File: config.mk
export PLATFORM = sky130hd
export DESIGN_NAME = jese_seq
export DESIGN_NICKNAME = d
export VERILOG_FILES = /design/src/jese_pkg.sv /design/src/jese_seq.sv
export SDC_FILE = /design/constraint.sdc
export NUM_CORES = 1
export LEC_CHECK = 0
export BUFFER_PORTS_ARGS = -buffer_cell sky130_fd_sc_hd__buf_2
export CAP_MARGIN = 10
export CORE_MARGIN = 2
export CORE_UTILIZATION = 50
export CTS_CLUSTER_SIZE = 24
export DETAILED_ROUTE_END_ITERATION = 16
export PLACE_DENSITY = 0.77
export SLEW_MARGIN = 15
export SYNTH_ARGS = -nofsm -noshare
export SYNTH_HDL_FRONTEND = slang
export SYNTH_SLANG_ARGS = --single-unit
File: constraint.sdc
create_clock -name clk -period 3.3 [get_ports clk]
set_input_delay 0.66 -clock clk [delete_from_list [all_inputs] [get_ports clk]]
set_output_delay 0.66 -clock clk [all_outputs]
set_load 0.005 [all_outputs]
File: src/jese_pkg.sv
// ----------------------------------------------------------------------------
// jese_pkg - shared types and constants
// Sizes, successor table access beat and result record for the eliminator.
// ----------------------------------------------------------------------------
package jese_pkg;

    localparam int MAX_POSITIONS = 1024;
    localparam int POS_W         = $clog2(MAX_POSITIONS);
    localparam int CNT_W         = POS_W + 1;
    localparam int RING_W        = 11;   // ring_size register width
    localparam int FIELD_W       = 11;   // removed_position width

    typedef struct packed {
        logic             en;
        logic             we;
        logic [POS_W-1:0] addr;
        logic [POS_W-1:0] wdata;
    } ram_req_t;

    typedef struct packed {
        logic               valid;
        logic [FIELD_W-1:0] pos;
        logic               final_one;
        logic               exhausted;
    } result_t;

endpackage

File: src/jese_seq.sv
// ----------------------------------------------------------------------------
// jese_seq - elimination sequencer
// Drives the table port: ring rebuild sweep and the read-read-write removal.
// ----------------------------------------------------------------------------
module jese_seq
    import jese_pkg::*;
(
    input  logic              clk,
    input  logic              rst_n,
    input  logic              in_valid,
    output logic              in_ready,
    input  logic              restart,
    input  logic [RING_W-1:0] ring_size,
    input  logic              slot_free,
    output result_t           res,
    output ram_req_t          ram_req,
    input  logic [POS_W-1:0]  ram_rdata
);

    typedef enum logic [2:0] {
        S_IDLE,
        S_VICTIM,
        S_NEXT,
        S_HOLD,
        S_BUILD
    } state_t;

    state_t           state_reg,  state_next;
    logic [POS_W-1:0] cursor_reg, cursor_next;
    logic [CNT_W-1:0] count_reg,  count_next;
    logic [POS_W-1:0] idx_reg,    idx_next;
    logic [CNT_W-1:0] n_reg,      n_next;
    logic [POS_W-1:0] victim_reg, victim_next;
    result_t          pend_reg,   pend_next;

    logic [CNT_W-1:0] n_sat;
    logic             build_last;
    logic             accept;
    result_t          removal;

    always_comb
    begin
        if (32'(ring_size) > 32'(MAX_POSITIONS))
            n_sat = CNT_W'(MAX_POSITIONS);
        else
            n_sat = CNT_W'(ring_size);
    end

    assign build_last = ((CNT_W'(idx_reg) + CNT_W'(1)) == n_reg);
    assign in_ready   = (state_reg == S_IDLE);
    assign accept     = in_valid && in_ready;

    always_comb
    begin
        removal.valid     = 1'b1;
        removal.pos       = FIELD_W'(CNT_W'(victim_reg) + CNT_W'(1));
        removal.final_one = 1'b0;
        removal.exhausted = 1'b0;
    end

    always_comb
    begin
        state_next  = state_reg;
        cursor_next = cursor_reg;
        count_next  = count_reg;
        idx_next    = idx_reg;
        n_next      = n_reg;
        victim_next = victim_reg;
        pend_next   = pend_reg;
        ram_req     = '0;
        res         = '0;

        case (state_reg)
            S_IDLE:
            begin
                if (accept)
                begin
                    if (restart)
                    begin
                        cursor_next = '0;
                        count_next  = n_sat;
                        n_next      = n_sat;
                        idx_next    = '0;
                        if (n_sat != '0)
                            state_next = S_BUILD;
                    end
                    else if (count_reg == '0)
                    begin
                        pend_next.valid     = 1'b1;
                        pend_next.pos       = '0;
                        pend_next.final_one = 1'b0;
                        pend_next.exhausted = 1'b1;
                        state_next          = S_HOLD;
                    end
                    else if (count_reg == CNT_W'(1))
                    begin
                        pend_next.valid     = 1'b1;
                        pend_next.pos       = FIELD_W'(CNT_W'(cursor_reg) + CNT_W'(1));
                        pend_next.final_one = 1'b1;
                        pend_next.exhausted = 1'b0;
                        count_next          = '0;
                        state_next          = S_HOLD;
                    end
                    else
                    begin
                        ram_req.en   = 1'b1;
                        ram_req.addr = cursor_reg;
                        state_next   = S_VICTIM;
                    end
                end
            end
            S_VICTIM:
            begin
                victim_next  = ram_rdata;
                ram_req.en   = 1'b1;
                ram_req.addr = ram_rdata;
                state_next   = S_NEXT;
            end
            S_NEXT:
            begin
                // unlink the victim: cursor now points past it
                ram_req.en    = 1'b1;
                ram_req.we    = 1'b1;
                ram_req.addr  = cursor_reg;
                ram_req.wdata = ram_rdata;
                cursor_next   = ram_rdata;
                count_next    = count_reg - CNT_W'(1);
                if (slot_free)
                begin
                    res        = removal;
                    state_next = S_IDLE;
                end
                else
                begin
                    pend_next  = removal;
                    state_next = S_HOLD;
                end
            end
            S_HOLD:
            begin
                if (slot_free)
                begin
                    res        = pend_reg;
                    state_next = S_IDLE;
                end
            end
            S_BUILD:
            begin
                ram_req.en    = 1'b1;
                ram_req.we    = 1'b1;
                ram_req.addr  = idx_reg;
                ram_req.wdata = build_last ? '0 : POS_W'(CNT_W'(idx_reg) + CNT_W'(1));
                idx_next      = POS_W'(CNT_W'(idx_reg) + CNT_W'(1));
                if (build_last)
                    state_next = S_IDLE;
            end
            default:
            begin
                state_next = S_IDLE;
            end
        endcase
    end

    always_ff @(posedge clk or negedge rst_n)
    begin
        if (!rst_n)
        begin
            state_reg  <= S_IDLE;
            cursor_reg <= '0;
            count_reg  <= '0;
            idx_reg    <= '0;
            n_reg      <= '0;
        end
        else
        begin
            state_reg  <= state_next;
            cursor_reg <= cursor_next;
            count_reg  <= count_next;
            idx_reg    <= idx_next;
            n_reg      <= n_next;
        end
    end

    always_ff @(posedge clk)
    begin
        victim_reg <= victim_next;
        pend_reg   <= pend_next;
    end

    a_build_in_range: assert property (@(posedge clk) disable iff (!rst_n)
        (state_reg == S_BUILD) |-> (CNT_W'(idx_reg) < n_reg))
        else $error("rebuild sweep beyond ring size");

    a_count_bound: assert property (@(posedge clk) disable iff (!rst_n)
        count_reg <= CNT_W'(MAX_POSITIONS))
        else $error("remaining count above table depth");

    a_removal_dec: assert property (@(posedge clk) disable iff (!rst_n)
        (state_reg == S_NEXT) |=> (count_reg == $past(count_reg) - CNT_W'(1)))
        else $error("removal did not shrink the ring by one");

    a_exhausted_clean: assert property (@(posedge clk) disable iff (!rst_n)
        (res.valid && res.exhausted) |-> (res.pos == '0 && !res.final_one))
        else $error("exhausted result carries a position");

endmodule

==> results.sh <==
export IMPL_maxCapViolCount=0
export IMPL_hold_violations=0
export IMPL_fmaxAchievable_ghz=0.309
export IMPL_grt_max_degree=46
export IMPL_synth_cell_area_sq_mm=0.00411
export IMPL_fp_row_count=33
export IMPL_critPathSlowestCell="dfrtp_1"
export IMPL_cp_arrival_ns=2.58
export IMPL_place_gp_congestion=0.974
export IMPL_syn_avg_cell_area_sq_um=8.87
export IMPL_cp_max_fo=6
export IMPL_tightest_slew_ns=1.01
export IMPL_cts_buffers=9
export IMPL_synth_seq_cells=68
export IMPL_criticalPathCategory="flop to primary output"
export IMPL_grt_pass1_wl_mm=17.1
export IMPL_fin_skew_ns=0.0109
export IMPL_hold_path_class="input port to asynchronous set/reset pin"
export IMPL_clock_latency_ns=0.35
export IMPL_cts_hold_buf=0
export IMPL_vias=3847
export IMPL_die_x_um=94.6
export IMPL_setup_tns_ns=0
export IMPL_async_flop_share_pct=66.2
export IMPL_die_area_sq_mm=0.00896
export IMPL_die_height_um=94.6
export IMPL_cts_root_buffer="clkbuf_8"
export IMPL_post_drt_wl_per_cell_um=17.6
export IMPL_p_per_area_mw_per_mm2=330
export IMPL_seq_area_frac_synth_pct=44.2
export IMPL_syn_inst=463
export IMPL_synth_top_area_share_pct=27.4
export IMPL_clock_sinks=68
export IMPL_placed_area_sq_mm=0.00452
export IMPL_dpl_cell_count=615
export IMPL_cp_end_kind="primary output"
export IMPL_path_cells="ha_4, and4_4, nand2b_4, a211oi_2, o31ai_2, nor4_2, buf_4, o21ai_0, buf_2"
export IMPL_cts_buffer_depth=2
export IMPL_dp_hpwl_mm=7.99
export IMPL_rsz0062_at_grt="yes"
export IMPL_final_cells=633
export IMPL_fin_area_sq_mm=0.00484
export IMPL_io_buffer_count=62
export IMPL_cts_max_level=3
export IMPL_path_clk_slew_ns=0.08
export IMPL_maxSlewHeadroom_pct=32.5
export IMPL_ant_nets=0
export IMPL_p_leak_nw=2.18
export IMPL_yosys_most_used_dff="dfrtp_1"
export IMPL_startpoint_type="flop"
export IMPL_largest_register_ffs=13
export IMPL_hold_slack_ns=0.474
export IMPL_timing_final_crit_share_pct=98.2
export IMPL_grt_pass1_vias=3517
export IMPL_drc=0
export IMPL_synth_cell_types=59
export IMPL_fp_coreArea_sq_mm=0.00809
export IMPL_synth_warnings=0
export IMPL_cts_tree="built"
export IMPL_start_util_pct=50.8
export IMPL_routed_via_density=6.08
export IMPL_yosys_area_top_type="dfrtp_1"
export IMPL_worst_path_largest_cell_delay_ns=0.41
export IMPL_wirelength_mm=11.2
export IMPL_status="finished clean"
export IMPL_grt_remaining_overflow=0
export IMPL_synth_area_leaders="dfrtp_1, edfxtp_1, nand2_1"
export IMPL_cp_required_ns=2.64
export IMPL_finalCriticalPeriod_ns=3.24
export IMPL_fin_nets=555
export IMPL_power_mw=1.60
export IMPL_io_pins=63
export IMPL_max_vdd_ir_drop_mv=0.216
export IMPL_grt_usage_pct=24.8
export IMPL_area_growth_pct=17.9
export IMPL_drive_above_1_share_pct=23.3
export IMPL_first_pass_iters=5
export IMPL_diodes=0
export IMPL_setup_viol_count_final=0
export IMPL_drt_iter0_markers=294
export IMPL_synth_nets=495
export IMPL_antenna_found_initial=0
export IMPL_drv_slew=0
export IMPL_synth_edf_count=23
repair_timing:
item / 4_1_cts / 5_1_grt
pin swaps: 2 / 5
setup buffers: 1 / 0
resized for setup: 9 / 21
endpoints found under the setup margin: 11 / 11
gates cloned: 1 / 0
worst max-delay path: cells and delay by family (launching register included):
| kind | cells | cell delay, ns |
|---|---|---|
| AO/OA/AOI/OAI | 3 | 0.54 |
| adder cells (fa/ha/maj) | 1 | 0.19 |
| buffers and inverters | 2 | 0.37 |
| flip-flops | 1 | 0.41 |
| AND/OR/NAND/NOR | 3 | 0.72 |
path summary, 6_finish.rpt:
check                             start             to  slack (ns)  cells after the start
max                          idx_reg[0]     ram_req[9]        0.06                      9
min                               rst_n  count_reg[10]        0.47                      1
max reg2reg                state_reg[0]   count_reg[4]        0.77                      7
min reg2reg                    n_reg[0]       n_reg[0]        0.51                      2
max in group asynchronous         rst_n     idx_reg[3]        2.13                      1
min in group clk               n_reg[0]       n_reg[0]        0.51                      2
synth_stat cells, types with 2 or more instances:
| cell | count |
|---|---|
| a21oi_1 | 29 |
| mux2i_1 | 3 |
| a22o_1 | 16 |
| nand3b_1 | 2 |
| nand3_1 | 17 |
| or3_1 | 2 |
| a22oi_1 | 3 |
| and2_1 | 2 |
| nand2_1 | 87 |
| o22ai_1 | 2 |
| clkbuf_1 | 15 |
| xor2_1 | 21 |
| o31ai_1 | 9 |
| nor2b_1 | 3 |
| a31oi_1 | 2 |
| and3_1 | 8 |
| nor3_1 | 10 |
| o21ai_1 | 2 |
| nor4_1 | 3 |
| ha_1 | 6 |
| a21o_1 | 9 |
| o21ai_0 | 36 |
| mux2_2 | 2 |
| dfrtp_1 | 45 |
| nand4_1 | 2 |
| buf_1 | 2 |
| nor2_1 | 40 |
| edfxtp_1 | 23 |
| xnor2_1 | 10 |
| a211oi_1 | 3 |
| buf_2 | 5 |
| nand2b_1 | 8 |
| or2_2 | 2 |
| inv_1 | 9 |
layout make-up:
cell class	count	area, sq um
Clock buffer	9	124
Clock inverter	7	67.6
Fill cell	690	3250
Inverter	9	33.8
Multi-Input combinational cell	363	2280
Sequential cell	68	1820
Tap cell	105	131
Timing Repair Buffer	72	383
routing by layer:
metal	up-vias	wire, um	GRT usage (%)
met5	-	0	0
met4	0	475	13.3
met3	39	732	4.07
met2	175	5450	41.2
met1	1849	4490	31.0
li1	1784	-	-
power breakdown:
| group | leakage [nW] | switching [mW] | internal, mW | total (mW) |
|---|---|---|---|---|
| combinational | 1.27 | 0.0350 | 0.0165 | 0.0515 |
| clock | 0.0926 | 0.334 | 0.345 | 0.679 |
| sequential | 0.815 | 0 | 0.869 | 0.869 |
logic make-up (layout without fill, tap and decap cells):
kind of cell               Yosys count  after routing  share of synthesized area [%]
muxes                                6              6                           1.83
DFF                                 68             68                           44.2
xor gates and xnor gates            31             31                           6.61
and+or+nand+nor                    194            194                           22.0
adders and majority gates            7              7                           2.07
buffers and inverters               32             97                           3.11
AOI/OAI and AO/OA                  125            125                           20.2
cells in the final DEF, fill, tap and decap left out, drive strengths merged, types with 4 or more instances in the layout:
cell type | Yosys | layout
a22o | 16 | 16
dfrtp | 45 | 45
nand3 | 18 | 18
edfxtp | 23 | 23
clkbuf | 16 | 9
o31ai | 9 | 9
and3 | 8 | 8
nand2 | 87 | 87
nor4 | 5 | 5
a21o | 9 | 9
inv | 9 | 9
clkinv | 0 | 4
ha | 6 | 6
a21oi | 29 | 29
xor2 | 21 | 21
xnor2 | 10 | 10
nand2b | 8 | 8
o21ai | 38 | 38
nor2 | 40 | 40
buf | 7 | 72
nor3 | 10 | 10
stage by stage:
stage               util [%]  setup slack, ns
finish                  59.8           0.0610
global route            59.8           -0.132
CTS                     58.8           0.0376
detailed placement      55.9            0.237
global placement        55.9            0.421
floorplan                  -            0.542
(Power assumes the default switching activity.)
